<file path="src/design/ecat_pkg.sv">
// ----------------------------------------------------------------------------
// ecat_pkg: shared types and constants of the EtherCAT frame parser
// Parse phases, result kinds, EtherType codes and the packed result layout.
// ----------------------------------------------------------------------------
package ecat_pkg;

    typedef enum logic [14:0] {
        PH_START    = 15'b000000000000001,
        PH_ETH      = 15'b000000000000010,
        PH_SLL      = 15'b000000000000100,
        PH_RAW      = 15'b000000000001000,
        PH_NULL     = 15'b000000000010000,
        PH_VLAN     = 15'b000000000100000,
        PH_IP       = 15'b000000001000000,
        PH_IPV4     = 15'b000000010000000,
        PH_IPV6     = 15'b000000100000000,
        PH_UDP      = 15'b000001000000000,
        PH_ECAT_HDR = 15'b000010000000000,
        PH_DG_HDR   = 15'b000100000000000,
        PH_DG_DATA  = 15'b001000000000000,
        PH_DG_WKC   = 15'b010000000000000,
        PH_IDLE     = 15'b100000000000000
    } phase_t;

    localparam logic [1:0] KIND_PAYLOAD = 2'd0;
    localparam logic [1:0] KIND_RECORD  = 2'd1;
    localparam logic [1:0] KIND_SUMMARY = 2'd2;

    localparam logic [2:0] LINK_ETH  = 3'd0;
    localparam logic [2:0] LINK_SLL  = 3'd1;
    localparam logic [2:0] LINK_RAW  = 3'd2;
    localparam logic [2:0] LINK_NULL = 3'd3;

    localparam logic [15:0] ET_VLAN = 16'h8100;
    localparam logic [15:0] ET_QINQ = 16'h88A8;
    localparam logic [15:0] ET_IPV4 = 16'h0800;
    localparam logic [15:0] ET_IPV6 = 16'h86DD;
    localparam logic [15:0] ET_ECAT = 16'h88A4;
    localparam logic [7:0]  PROTO_UDP = 8'h11;

    localparam logic [15:0] UDP_PORT_RESET = 16'd34980;

    typedef struct packed {
        logic [15:0] working_counter;
        logic [15:0] irq_bits;
        logic        circulating;
        logic        more_follows;
        logic [10:0] datagram_length;
        logic [15:0] addr_offset;
        logic [15:0] addr_position;
        logic [7:0]  datagram_index;
        logic [7:0]  command;
        logic [7:0]  payload_byte;
        logic [1:0]  kind;
    } result_t;

    localparam int RES_BITS = $bits(result_t);

endpackage

</file>
<file path="src/design/ecat_core.sv">
// ----------------------------------------------------------------------------
// ecat_core: byte-wise parse step
// Holds the frame state and, for each accepted byte, produces up to two
// results (a payload byte or datagram record, then a frame summary).
// ----------------------------------------------------------------------------
module ecat_core import ecat_pkg::*; #(
    parameter int POSITION_BITS = 16
) (
    input  logic          aclk,
    input  logic          aresetn,
    input  logic          step,
    input  logic [7:0]    frame_byte,
    input  logic          last_byte,
    input  logic [2:0]    link_type,
    input  logic [15:0]   udp_port,
    output logic          res0_valid,
    output result_t       res0,
    output logic          res1_valid,
    output result_t       res1
);

    localparam logic [POSITION_BITS-1:0] POS_MAX = {POSITION_BITS{1'b1}};

    phase_t                   phase_reg, phase_next;
    logic [POSITION_BITS-1:0] pos_reg, pos_next;
    logic [15:0]              etype_reg, etype_next;
    logic [15:0]              vlan_reg, vlan_next;
    logic [5:0]               ihe_reg, ihe_next;
    logic [POSITION_BITS-1:0] pend_reg, pend_next;
    logic [10:0]              rem_reg, rem_next;
    logic [14:0]              info_reg, info_next;
    logic [7:0]               hdr_reg [10];
    logic [7:0]               hdr_next [10];
    logic [10:0]              left_reg, left_next;
    logic [4:0]               flags_reg, flags_next;
    logic [15:0]              off_reg, off_next;
    logic [31:0]              gath_reg, gath_next;
    logic                     udp_reg, udp_next;

    phase_t      ph;
    logic [15:0] off;
    logic [15:0] et;
    logic        do_disp;
    logic        disp_vlan;
    logic        ip_do;
    logic [10:0] dlen;
    logic [15:0] lw;
    logic [11:0] need;
    logic [15:0] ulen;
    // Wide enough for the largest position plus the largest UDP length.
    logic [32:0] pend_sum;
    logic [31:0] fam;

    function automatic logic [15:0] h16(input logic [7:0] lo, input logic [7:0] hi);
        return {hi, lo};
    endfunction

    always_comb begin
        phase_next = phase_reg;
        pos_next   = pos_reg;
        etype_next = etype_reg;
        vlan_next  = vlan_reg;
        ihe_next   = ihe_reg;
        pend_next  = pend_reg;
        rem_next   = rem_reg;
        info_next  = info_reg;
        hdr_next   = hdr_reg;
        left_next  = left_reg;
        flags_next = flags_reg;
        gath_next  = gath_reg;
        udp_next   = udp_reg;
        off        = off_reg;
        off_next   = (off_reg != 16'hFFFF) ? off_reg + 16'd1 : off_reg;
        res0_valid = 1'b0;
        res0       = '0;
        res1_valid = 1'b0;
        res1       = '0;
        do_disp    = 1'b0;
        disp_vlan  = 1'b0;
        et         = '0;
        ip_do      = 1'b0;
        lw         = h16(hdr_reg[6], hdr_reg[7]);
        dlen       = lw[10:0];
        need       = 12'd12;
        ulen       = gath_reg[15:0];
        pend_sum   = '0;
        fam        = gath_reg | ({24'd0, frame_byte} << (off_reg[1:0] * 8));

        ph = phase_reg;
        if (ph == PH_START) begin
            unique case (link_type)
                LINK_ETH:  ph = PH_ETH;
                LINK_SLL:  ph = PH_SLL;
                LINK_RAW:  ph = PH_RAW;
                LINK_NULL: ph = PH_NULL;
                default:   ph = PH_IDLE;
            endcase
        end
        phase_next = ph;
        if ((ph == PH_ECAT_HDR || ph == PH_DG_HDR || ph == PH_DG_DATA ||
             ph == PH_DG_WKC) && pend_reg != POS_MAX && pos_reg >= pend_reg) begin
            ph = PH_IDLE;
            phase_next = PH_IDLE;
            off = '0;
            gath_next = '0;
            off_next = 16'd1;
        end

        unique case (ph)
            PH_ETH: begin
                if (off == 16'd12) gath_next = {24'd0, frame_byte};
                else if (off == 16'd13) begin
                    do_disp = 1'b1; disp_vlan = 1'b1; et = {gath_reg[7:0], frame_byte};
                end
            end
            PH_SLL: begin
                if (off == 16'd14) gath_next = {24'd0, frame_byte};
                else if (off == 16'd15) begin
                    do_disp = 1'b1; et = {gath_reg[7:0], frame_byte};
                end
            end
            PH_RAW: begin
                if (frame_byte[7:4] == 4'd4) etype_next = ET_IPV4;
                else if (frame_byte[7:4] == 4'd6) etype_next = ET_IPV6;
                ip_do = 1'b1;
            end
            PH_NULL: begin
                if (off < 16'd4) gath_next = fam;
                if (off == 16'd3) begin
                    off_next = '0; gath_next = '0;
                    if (fam == 32'd2 || fam == 32'h02000000) begin
                        etype_next = ET_IPV4; phase_next = PH_IP;
                    end else if (fam == 32'd30 || fam == 32'h1E000000 ||
                                 fam == 32'd24 || fam == 32'h18000000) begin
                        etype_next = ET_IPV6; phase_next = PH_IP;
                    end else phase_next = PH_IDLE;
                end
            end
            PH_VLAN: begin
                if (off < 16'd4) gath_next = {gath_reg[23:0], frame_byte};
                if (off == 16'd3) begin
                    vlan_next = gath_reg[23:8];
                    flags_next[2] = 1'b1;
                    do_disp = 1'b1; disp_vlan = 1'b1; et = {gath_reg[7:0], frame_byte};
                end
            end
            PH_IP: ip_do = 1'b1;
            PH_IPV4: begin
                if (off == 16'd9 && frame_byte != PROTO_UDP) begin
                    phase_next = PH_IDLE; off_next = '0; gath_next = '0;
                end else if (off + 16'd1 == {10'd0, ihe_reg}) begin
                    flags_next[4:3] = 2'd1;
                    phase_next = PH_UDP; off_next = '0; gath_next = '0;
                end
            end
            PH_IPV6: begin
                if (off == 16'd6 && frame_byte != PROTO_UDP) begin
                    phase_next = PH_IDLE; off_next = '0; gath_next = '0;
                end else if (off == 16'd39) begin
                    flags_next[4:3] = 2'd2;
                    phase_next = PH_UDP; off_next = '0; gath_next = '0;
                end
            end
            PH_UDP: begin
                if (off >= 16'd2 && off <= 16'd5)
                    gath_next = {gath_reg[23:0], frame_byte};
                if (off == 16'd7) begin
                    off_next = '0; gath_next = '0;
                    if (ulen < 16'd8 || gath_reg[31:16] != udp_port) phase_next = PH_IDLE;
                    else begin
                        pend_sum = 33'(pos_reg) + 33'd1 + 33'(ulen - 16'd8);
                        pend_next = (pend_sum > 33'(POS_MAX)) ? POS_MAX
                                    : pend_sum[POSITION_BITS-1:0];
                        udp_next = 1'b1;
                        phase_next = PH_ECAT_HDR;
                    end
                end
            end
            PH_ECAT_HDR: begin
                if (off == 16'd0) gath_next = {24'd0, frame_byte};
                else begin
                    if (udp_reg) flags_next[1:0] = 2'b11;
                    info_next = {frame_byte[7:4], frame_byte[2:0], gath_reg[7:0]};
                    rem_next = {frame_byte[2:0], gath_reg[7:0]};
                    off_next = '0; gath_next = '0;
                    phase_next = (rem_next >= 11'd12) ? PH_DG_HDR : PH_IDLE;
                end
            end
            PH_DG_HDR: begin
                if (off < 16'd10) hdr_next[off[3:0]] = frame_byte;
                if (off == 16'd9) begin
                    off_next = '0; gath_next = '0;
                    need = 12'd12 + {1'b0, dlen};
                    if (need > {1'b0, rem_reg}) phase_next = PH_IDLE;
                    else begin
                        left_next = dlen;
                        phase_next = (dlen != 11'd0) ? PH_DG_DATA : PH_DG_WKC;
                    end
                end
            end
            PH_DG_DATA: begin
                res0_valid = 1'b1;
                res0.kind = KIND_PAYLOAD;
                res0.payload_byte = frame_byte;
                left_next = left_reg - 11'd1;
                if (left_next == 11'd0) begin
                    phase_next = PH_DG_WKC; off_next = '0; gath_next = '0;
                end
            end
            PH_DG_WKC: begin
                if (off == 16'd0) gath_next = {24'd0, frame_byte};
                else begin
                    res0_valid = 1'b1;
                    res0.kind = KIND_RECORD;
                    res0.command = hdr_reg[0];
                    res0.datagram_index = hdr_reg[1];
                    res0.addr_position = h16(hdr_reg[2], hdr_reg[3]);
                    res0.addr_offset = h16(hdr_reg[4], hdr_reg[5]);
                    res0.datagram_length = dlen;
                    res0.more_follows = lw[15];
                    res0.circulating = lw[14];
                    res0.irq_bits = h16(hdr_reg[8], hdr_reg[9]);
                    res0.working_counter = {frame_byte, gath_reg[7:0]};
                    rem_next = rem_reg - 11'd12 - dlen;
                    off_next = '0; gath_next = '0;
                    phase_next = (rem_next >= 11'd12) ? PH_DG_HDR : PH_IDLE;
                end
            end
            default: ;
        endcase

        if (ip_do) begin
            off_next = '0; gath_next = '0;
            if (frame_byte[7:4] == 4'd4) begin
                if (frame_byte[3:0] < 4'd5) phase_next = PH_IDLE;
                else begin
                    ihe_next = {frame_byte[3:0], 2'b00};
                    phase_next = PH_IPV4; off_next = 16'd1;
                end
            end else if (frame_byte[7:4] == 4'd6) begin
                ihe_next = 6'd40;
                phase_next = PH_IPV6; off_next = 16'd1;
            end else phase_next = PH_IDLE;
        end

        if (do_disp) begin
            etype_next = et;
            off_next = '0; gath_next = '0;
            if (disp_vlan && (et == ET_VLAN || et == ET_QINQ)) phase_next = PH_VLAN;
            else if (et == ET_ECAT) begin
                flags_next[0] = 1'b1; udp_next = 1'b0; phase_next = PH_ECAT_HDR;
            end else if (et == ET_IPV4 || et == ET_IPV6) phase_next = PH_IP;
            else phase_next = PH_IDLE;
        end

        if (last_byte) begin
            res1_valid = 1'b1;
            res1.kind = KIND_SUMMARY;
            res1.command = {3'd0, flags_next};
            res1.datagram_index = {4'd0, info_next[14:11]};
            res1.addr_position = etype_next;
            res1.addr_offset = vlan_next;
            res1.datagram_length = info_next[10:0];
            phase_next = PH_START;
            pos_next = '0;
            etype_next = '0;
            vlan_next = '0;
            ihe_next = '0;
            pend_next = POS_MAX;
            rem_next = '0;
            info_next = '0;
            for (int i = 0; i < 10; i++) hdr_next[i] = '0;
            left_next = '0;
            flags_next = '0;
            off_next = '0;
            gath_next = '0;
            udp_next = 1'b0;
        end else begin
            pos_next = (pos_reg != POS_MAX) ? pos_reg + 1'b1 : pos_reg;
        end
    end

    always_ff @(posedge aclk) begin
        if (!aresetn) begin
            phase_reg <= PH_START;
            pos_reg   <= '0;
            etype_reg <= '0;
            vlan_reg  <= '0;
            ihe_reg   <= '0;
            pend_reg  <= POS_MAX;
            rem_reg   <= '0;
            info_reg  <= '0;
            for (int i = 0; i < 10; i++) hdr_reg[i] <= '0;
            left_reg  <= '0;
            flags_reg <= '0;
            off_reg   <= '0;
            gath_reg  <= '0;
            udp_reg   <= 1'b0;
        end else if (step) begin
            phase_reg <= phase_next;
            pos_reg   <= pos_next;
            etype_reg <= etype_next;
            vlan_reg  <= vlan_next;
            ihe_reg   <= ihe_next;
            pend_reg  <= pend_next;
            rem_reg   <= rem_next;
            info_reg  <= info_next;
            hdr_reg   <= hdr_next;
            left_reg  <= left_next;
            flags_reg <= flags_next;
            off_reg   <= off_next;
            gath_reg  <= gath_next;
            udp_reg   <= udp_next;
        end
    end

endmodule

</file>
<file path="src/design/ecat_out.sv">
// ----------------------------------------------------------------------------
// ecat_out: result register with two slots
// Holds the up to two results of one byte and hands them out in order.
// ----------------------------------------------------------------------------
module ecat_out import ecat_pkg::*; (
    input  logic    aclk,
    input  logic    aresetn,
    input  logic    load,
    input  logic    in0_valid,
    input  result_t in0,
    input  logic    in1_valid,
    input  result_t in1,
    output logic    empty_after,
    output logic    m_valid,
    output result_t m_res,
    output logic    m_end,
    input  logic    m_ready
);

    logic    v0_reg, v1_reg;
    result_t r0_reg, r1_reg;
    logic    pop;

    assign pop = m_valid && m_ready;
    // The slots drain to empty when the head is taken and nothing is behind it.
    assign empty_after = !v0_reg || (pop && !v1_reg);
    assign m_valid = v0_reg;
    assign m_res   = r0_reg;
    assign m_end   = !v1_reg;

    always_ff @(posedge aclk) begin
        if (!aresetn) begin
            v0_reg <= 1'b0;
            v1_reg <= 1'b0;
        end else if (load) begin
            v0_reg <= in0_valid || in1_valid;
            v1_reg <= in0_valid && in1_valid;
            r0_reg <= in0_valid ? in0 : in1;
            r1_reg <= in1;
        end else if (pop) begin
            v0_reg <= v1_reg;
            v1_reg <= 1'b0;
            r0_reg <= r1_reg;
        end
    end

endmodule

</file>
<file path="src/design/ethercat_frame_parser_unit.sv">
// ----------------------------------------------------------------------------
// ethercat_frame_parser_unit: EtherCAT datagram parser for captured frames
// Top level: configuration registers, parse core and result register.
// ----------------------------------------------------------------------------
// One captured byte is taken per cycle while the result slots have room.
// Each byte is parsed in the cycle it is accepted and its results (at most
// two) land in a two-slot result register; a byte that yields one result
// leaves the slots free again as it is taken, so the stream runs at one byte
// per cycle while the consumer keeps up. A byte with two results (the final
// byte with a record or payload byte, plus the frame summary) stalls the input until both are taken.
module ethercat_frame_parser_unit import ecat_pkg::*; #(
    parameter int POSITION_BITS = 16
) (
    input  logic        aclk,
    input  logic        aresetn,
    input  logic        cfg_we,
    input  logic        cfg_index,
    input  logic [15:0] cfg_data,
    input  logic        s_tvalid,
    output logic        s_tready,
    input  logic [7:0]  s_tdata,   // frame_byte
    input  logic        s_tlast,   // last_byte
    output logic        m_tvalid,
    input  logic        m_tready,
    // payload_byte, command, datagram_index, addr_position, addr_offset,
    // datagram_length, more_follows, circulating, irq_bits, working_counter
    output logic [103:0] m_tdata,
    output logic [1:0]  m_tuser,   // kind
    output logic        m_tlast    // run_end
);

    localparam logic CFG_LINK_TYPE = 1'b0;
    localparam logic CFG_UDP_PORT  = 1'b1;

    logic [2:0]  link_reg;
    logic [15:0] port_reg;
    logic        step, empty_after, v0, v1;
    result_t     r0, r1, mres;

    always_ff @(posedge aclk) begin
        if (!aresetn) begin
            link_reg <= LINK_ETH;
            port_reg <= UDP_PORT_RESET;
        end else if (cfg_we) begin
            if (cfg_index == CFG_LINK_TYPE) link_reg <= cfg_data[2:0];
            if (cfg_index == CFG_UDP_PORT) port_reg <= cfg_data;
        end
    end

    assign s_tready = empty_after;
    assign step = s_tvalid && s_tready;

    ecat_core #(.POSITION_BITS(POSITION_BITS)) u_core (
        .aclk, .aresetn, .step,
        .frame_byte(s_tdata), .last_byte(s_tlast),
        .link_type(link_reg), .udp_port(port_reg),
        .res0_valid(v0), .res0(r0), .res1_valid(v1), .res1(r1)
    );

    ecat_out u_out (
        .aclk, .aresetn, .load(step),
        .in0_valid(v0), .in0(r0), .in1_valid(v1), .in1(r1),
        .empty_after, .m_valid(m_tvalid), .m_res(mres), .m_end(m_tlast),
        .m_ready(m_tready)
    );

    assign m_tuser = mres.kind;
    assign m_tdata = {3'b000, mres.working_counter, mres.irq_bits, mres.circulating,
                      mres.more_follows, mres.datagram_length, mres.addr_offset,
                      mres.addr_position, mres.datagram_index, mres.command,
                      mres.payload_byte};

endmodule
</file>
<file path="config.mk">
export PLATFORM = sky130hd
export DESIGN_NAME = ethercat_frame_parser_unit
export DESIGN_NICKNAME = d
export VERILOG_FILES = /design/src/design/ecat_pkg.sv /design/src/design/ecat_core.sv /design/src/design/ecat_out.sv /design/src/design/ethercat_frame_parser_unit.sv
export SDC_FILE = /design/constraint.sdc
export NUM_CORES = 1
export LEC_CHECK = 0
export BUFFER_PORTS_ARGS = -buffer_cell sky130_fd_sc_hd__buf_4
export CAP_MARGIN = 20
export CORE_MARGIN = 2
export CORE_UTILIZATION = 63
export DETAILED_ROUTE_END_ITERATION = 7
export PLACE_DENSITY = 0.87
export SLEW_MARGIN = 20
export SYNTH_ARGS = -nofsm -noshare
export SYNTH_HDL_FRONTEND = slang
export SYNTH_SLANG_ARGS = --single-unit
</file>
<file path="constraint.sdc">
create_clock -name aclk -period 10.71 [get_ports aclk]
set_input_delay 1.6065 -clock aclk [delete_from_list [all_inputs] [get_ports aclk]]
set_output_delay 1.6065 -clock aclk [all_outputs]
set_load 0.05 [all_outputs]
</file>
==> metrics, run 1 <==
first-pass GRT wire length 119 mm; initial antenna violation count 4; placed inst area 24100 µm²; DR WL/cell 24.6 µm; Post-synth EDFFs 156; GP Congestion 1.09; number of global-route vias before repair 20.7k; fin crit share 50.2%; Netlist Area Pre-Place 22900 µm²; WP data arrival 5.77 ns; CTS buffer count 44; n_diodes 0; crit-path max FO 18; internal power 2.68 mW; CP endpoint kind register; RSZ-0062 raised after global routing no; Final Cell Area 25600 µm²; Setup Crit Path Kind register to register; Post-DP HPWL 52.9 mm; Max Fclk 0.186 GHz; Routed Antenna Nets 0; core area 35700 µm²; Die ar. 37800 µm²; post-synthesis register bit count 428; IO Port Bufs 136; slew margin rel. 15.9%; I/O pin count 140; Slew Limit Fails 0; VDD IR max 0.144 mV; Final #Nets 2781; min Tclk post-route 5.38 ns; status finished, violations left; Synth cell types 87; drt pass-1 iters 8; Switching Share 26.0%; root buf cell clkbuf_16; Comb pwr share 8.9%; Critical Path RT 11.10 ns; Synth top area share 23.8%; CTS tree yes; failing checks DRC; CP Launch Type register; largest area contributor in the netlist dfxtp_1; max FFs per register 103; Clock Power Share 43.3%; vias per std cell 6.91; total power 3.62 mW; GR Util All Layers 40.2%; number of synthesis warnings 0; Hold-fix buffers, CTS 0; static leakage 9.99 nW; sw power 941 µW; count leader, synth nor2_1; fraction of layout cells with a size suffix above 1 10.6%; largest net degree at the start of global routing 82; Clock Sinks 428; Layout fillers 2539; Flop pwr share 47.8%; sequential share of the synthesized area 44.3%; Hold Path Class register to register; final hold vios 0; final clock skew 0.0157 ns; routed wire length 77.9 mm; Post-synth top flop dfxtp_1; largest cells by area after synthesis dfxtp_1 (24%), edfxtp_1 (20%), nor2_1 (6.4%), a21oi_1 (4.5%), ha_1 (3.9%); final setup fails 0; post-synthesis async set-or-reset flop share 0%; CTS max path bufs 3; row count 69; syn_area_per_cell 8.69 µm²; most instantiated cells after synthesis nor2_1 (390), dfxtp_1 (272), nand2_1 (225); Initial DRC Count 3639; Power Density 141 nW/µm²; cell count after synthesis 2630; Area Growth Syn to Fin 12.0%; gr ovfl total 0; via count 21.9k; CTS H-Tree Depth 2; Fin Setup TNS 0 ns; initial core utilization 64.1%; Max-Cap Viols 0; clock insertion delay at the later pin of the skew report 0.58 ns; clock slew at reported path FFs 0.06 ns; Setup Buffers After CTS 0; Die H 194 µm; DRC viols 7; post-CTS sizing 0; Die Span X 194 µm; Slew @ Worst Pin 1.25 ns
[routing by layer]
| layer | vias to the layer above | track usage [%] | routed length, µm |
|---|---|---|---|
| met4 | 8 | 21.1 | 4540 |
| met5 | - | 0 | 45 |
| met3 | 354 | 8.40 | 10500 |
| li1 | 9650 | - | - |
| met1 | 10200 | 52.9 | 28600 |
| met2 | 1705 | 62.7 | 34100 |
[area by class of cell]
type	count	area [µm²]	share of cell area [%]
timing repair buffer	175	1310	5.13
sequential	428	10100	39.6
tap	461	577	2.25
inverter	86	328	1.28
multi-input combinational	1941	11800	46.1
clock buffer	62	1230	4.80
clock inverter	19	228	0.889
[through the flow]
| step | util, % | setup WS (ns) | std cells | hold WS, ns |
|---|---|---|---|---|
| floorplan | - | 3.56 | 2632 | 0.425 |
| CTS | 71.8 | 5.64 | 3172 | 0.469 |
| finish | 71.8 | 5.33 | 3172 | 0.474 |
| global route | 71.8 | 5.12 | 3172 | 0.490 |
| global placement | 67.6 | 5.42 | 3090 | 0.437 |
| detailed placement | 67.7 | 5.18 | 3091 | 0.453 |
[critical path: stages (launching register included)]
cell and delay [ns]:
dfxtp_1 0.37, inv_1 0.06, ha_1 0.28, o21a_1 0.12
o21ai_0 0.08, a2111oi_0 0.83, a211o_1 0.40, nand2_1 0.39
nand3_1 0.63, inv_1 0.21, nor3_1 0.95, nand2_1 0.53
o21ai_0 0.34
[kinds of logic after synthesis]
kind of cell	count (synthesis)	share of synthesized area (%)
simple gates	1040	21.6
flops	428	44.3
buf+inv	263	4.47
fa+ha+maj	74	4.12
compound gates	691	20.2
xor+xnor	84	3.22
other cells	1	0.0164
mux	49	2.15
[final timing paths]
| path | from | end | slack [ns] | cells past startpoint |
|---|---|---|---|---|
| hold / removal | port_reg[10]$_SDFFE_PN0P_ | port_reg[10]$_SDFFE_PN0P_ | 0.47 | 2 |
| setup / recovery | u_core.pend_reg[4]$_SDFFE_PN1P_ | u_out.m_res[66]$_DFFE_PP_ | 5.33 | 12 |
| hold reg to reg | port_reg[10]$_SDFFE_PN0P_ | port_reg[10]$_SDFFE_PN0P_ | 0.47 | 2 |
| setup reg to reg | u_core.pend_reg[4]$_SDFFE_PN1P_ | u_out.m_res[66]$_DFFE_PP_ | 5.33 | 12 |
[placed cells by master (no fill, tap or decap), types with 49 or more instances in the layout]
cell type,n
edfxtp_1,156
nand2_1,224
o21ai_0,133
a21oi_1,203
inv_1,83
nor3_1,66
nor2_1,385
nand3_1,63
ha_1,72
and3_1,81
buf_4,175
mux2i_1,49
dfxtp_1,272
a22oi_1,96
[power by group through the flow]
| stage | registers [mW] | clock network, mW | logic (mW) |
|---|---|---|---|
| global route | 1.73 | 1.63 | 0.333 |
| global placement | 1.76 | 0 | 0.302 |
| finish | 1.73 | 1.57 | 0.320 |
| detailed placement | 1.76 | 0 | 0.308 |
| CTS | 1.73 | 1.56 | 0.310 |
| floorplan | 1.82 | 0 | 0.149 |
(Power assumes the default switching activity.)
==> run 2, diff against run 1 <==
--- a/config.mk
+++ b/config.mk
@@ -5,12 +5,13 @@
 export SDC_FILE = /design/constraint.sdc
 export NUM_CORES = 1
 export LEC_CHECK = 0
+export ABC_AREA = 1
 export BUFFER_PORTS_ARGS = -buffer_cell sky130_fd_sc_hd__buf_4
 export CAP_MARGIN = 20
 export CORE_MARGIN = 2
-export CORE_UTILIZATION = 63
+export CORE_UTILIZATION = 56
 export DETAILED_ROUTE_END_ITERATION = 7
-export PLACE_DENSITY = 0.87
+export PLACE_DENSITY = 0.82
 export SLEW_MARGIN = 20
 export SYNTH_ARGS = -nofsm -noshare
 export SYNTH_HDL_FRONTEND = slang
==> constraint.sdc (replaced) <==
create_clock -name aclk -period 4.7 [get_ports aclk]
set_input_delay 0.705 -clock aclk [delete_from_list [all_inputs] [get_ports aclk]]
set_output_delay 0.705 -clock aclk [all_outputs]
set_load 0.05 [all_outputs]
==> run 2 against run 1 <==
The run still ends with DRC left. Via count up 17%. Critical path type unchanged. Largest cell class unchanged. Non-clock buffer count grew 39. Sequential cell count is the same. Area after synthesis rose by 12%. Worst setup slack worse by 5.0 ns. Sequential power up 130%. Die area increased by 26%. Hold slack got worse by 0.16 ns. Power is 150% higher. Global-route usage fell by 5.5 points. Clock-buffer cell count down 5.
==> metrics, run 2 <==
largest cells by area after synthesis dfxtp_1 (21%), edfxtp_1 (18%), nand2_1 (15%), a21oi_1 (5.9%), inv_1 (5.2%); CTS buffer count 47 (+6.8%); Max Fclk 0.228 GHz (+23%); most instantiated cells after synthesis nand2_1 (993), inv_1 (357), nor2_1 (332); initial antenna violation count 3 (-1); sequential share of the synthesized area 39.4% (-4.9 points); VDD IR max 0.280 mV (+95%); failing checks DRC; Die Span X 218 µm (+12%); clock slew at reported path FFs 0.06 ns (about the same); drt pass-1 iters 8 (unchanged); post-synthesis register bit count 428 (unchanged); Post-synth EDFFs 156 (unchanged); Synth cell types 68 (-22%); internal power 6.32 mW (+140%); post-synthesis async set-or-reset flop share 0% (unchanged); DRC viols 3 (-4); syn_area_per_cell 7.14 µm² (-18%); final clock skew 0.0500 ns (+0.0343 ns); Routed Antenna Nets 0 (unchanged); largest area contributor in the netlist dfxtp_1; WP data arrival 4.80 ns (-0.97 ns); static leakage 12.3 nW (+23%); Fin Setup TNS 0 ns (unchanged); fin crit share 93.3% (+43 points); row count 78 (+13%); final hold vios 0 (unchanged); number of synthesis warnings 0 (unchanged); vias per std cell 5.93 (-14%); initial core utilization 56.6% (-7.5 points); crit-path max FO 26 (+8); Max-Cap Viols 0 (unchanged); placed inst area 27300 µm² (+13%); Clock Power Share 40.0% (-3.3 points); clock insertion delay at the later pin of the skew report 0.62 ns (+0.04 ns); Slew @ Worst Pin 1.02 ns (-0.229 ns); Netlist Area Pre-Place 25700 µm² (+12%); Slew Limit Fails 0 (unchanged); sw power 2.70 mW (+190%); setup slack at placement 0.0581 ns (-5.12 ns); final setup fails 0 (unchanged); post-route setup slack 0.314 ns (-5.02 ns); Die ar. 47600 µm² (+26%); non-filler cells, final 4327 (+36%); CTS max path bufs 3 (unchanged); Final #Nets 3793 (+36%); min Tclk post-route 4.39 ns (-0.993 ns); IO Port Bufs 136 (unchanged); first-pass GRT wire length 130 mm (+9.1%); slew margin rel. 31.7% (+16 points); core area 45400 µm² (+27%); Post-synth top flop dfxtp_1; Post-DP HPWL 60.8 mm (+15%); commonest cells after routing, fill and taps aside nand2_1 (992), inv_1 (355), nor2_1 (328), a21oi_1 (301), dfxtp_1 (271); CP Launch Type register; Initial DRC Count 3309 (-9.1%); Flop pwr share 44.5% (-3.3 points); number of global-route vias before repair 23.5k (+13%); cell count after synthesis 3598 (+37%); I/O pin count 140 (unchanged); most common cell after layout, fill and taps aside nand2_1; GP Congestion 1.07 (-2.0%); FF-to-FF setup slack 0.31 ns (-5.02 ns); RSZ-0062 raised after global routing no; Setup Crit Path Kind register to register; gr ovfl total 0 (unchanged); Switching Share 30.0% (+4.0 points); CTS H-Tree Depth 2 (unchanged); via count 25.7k (+17%); largest net degree at the start of global routing 104 (+27%); root buf cell clkbuf_16; Hold Path Class input pin to register; GR Util All Layers 34.7% (-5.5 points); Clock Sinks 428 (unchanged); status finished, violations left; CP endpoint kind register; Placed Instances 4238 (+37%); routed wire length 83.5 mm (+7.2%); Critical Path RT 5.11 ns (-5.99 ns); Final Cell Area 28900 µm² (+13%); Area Growth Syn to Fin 12.3%; count leader, synth nand2_1; max FFs per register 103 (unchanged); Synth top area share 21.2% (-2.6 points); Power Density 313 nW/µm² (+120%); Comb pwr share 15.5% (+6.6 points); Hold-fix buffers, CTS 0 (unchanged); fraction of layout cells with a size suffix above 1 10.6% (about the same); CTS tree yes; DR WL/cell 19.3 µm (-21%); Die H 218 µm (+12%)
==> run 2: cell count changes in the layout (fill, tap and decap cells not counted), moves of 78 or more <==
cell	delta
inv_1	+272
and3_1	-78
nand2_1	+768
a22oi_1	-96
a21oi_1	+98
nand3_1	+113
==> run 2: through the flow <==
step / hold slack [ns] / total power, mW / utilization [%]
after global placement: 0.449 / 5.45 / 60.2
after detailed placement: 0.452 / 5.45 / 60.2
after global routing: 0.333 / 9.32 / 63.6
after floorplan: 0.436 / 5.06 / -
final: 0.310 / 9.02 / 63.6
after CTS: 0.301 / 9.02 / 63.5
==> run 2: path summary, 6_finish.rpt <==
path	from	endpoint	depth (start not counted)
setup / recovery	u_core.pend_reg[1]$_SDFFE_PN1P_	u_core.gath_reg[0]$_SDFFE_PN0P_	23
setup reg to reg	u_core.pend_reg[1]$_SDFFE_PN1P_	u_core.gath_reg[0]$_SDFFE_PN0P_	23
hold reg to reg	u_core.vlan_reg[6]$_SDFFE_PN0P_	u_core.vlan_reg[6]$_SDFFE_PN0P_	2
hold / removal	cfg_data[11]	port_reg[11]$_SDFFE_PN1P_	3
==> run 2: cell families after synthesis <==
family,after synthesis,synth area share [%]
simple gates,1726,28.9
compound gates,727,16.3
buf+inv,555,8.66
flops,428,39.4
xor+xnor,86,2.93
fa+ha+maj,74,3.66
other cells,1,0.0146
mux,1,0.0390
==> run 2: power by group through the flow <==
stage	Clock, mW	Combinational [mW]	Sequential, mW
floorplan	0	0.816	4.24
global placement	0	1.36	4.09
detailed placement	0	1.36	4.09
CTS	3.63	1.37	4.01
global route	3.79	1.51	4.02
finish	3.61	1.40	4.01
==> run 2: repair_timing <==
item                                    4_1_cts  5_1_grt
endpoints found under the setup margin        0       17
buffers inserted                              0        1
gates resized for setup                       0        6
==> run 2: layer usage <==
layer / part of all wire [%] / global-route usage [%] / routed length [µm] / up-vias
met4: 5.8 / 18.2 / 4840 / 0
met3: 11 / 6.37 / 8840 / 320
met5: 0 / 0 / 0 / -
met1: 39 / 45.6 / 33000 / 11800
met2: 44 / 54.5 / 36900 / 1444
li1: - / - / - / 12100
==> run 2: layout make-up <==
cell class / count / area, µm²
fill: 4007 / 16500
tap: 600 / 751
clock buffer: 57 / 1220
sequential: 428 / 10100
timing repair buffer: 214 / 1640
multi-input combinational: 2617 / 13400
antenna: 1 / 2.50
clock inverter: 30 / 288
inverter: 380 / 1440
==> run 2: critical path, stage by stage, from the launching register on <==
cell      delay, ns
dfxtp_1        0.41
inv_1          0.08
ha_1           0.31
nand2_1        0.07
nand2_1        0.04
nand2_1        0.05
nand2_1        0.07
nand2_1        0.07
nand2_1        0.07
nand2_1        0.06
nand3_1        0.16
nand3_2        0.24
buf_4          0.31
nand4_1        0.23
nor2_2         0.26
nand2_1        0.16
xor2_1         0.16
nand2_1        0.06
nor2_1         0.28
nand3_1        0.14
nand2_1        0.16
nand4_4        0.38
o21bai_1       0.31
a21oi_1        0.10
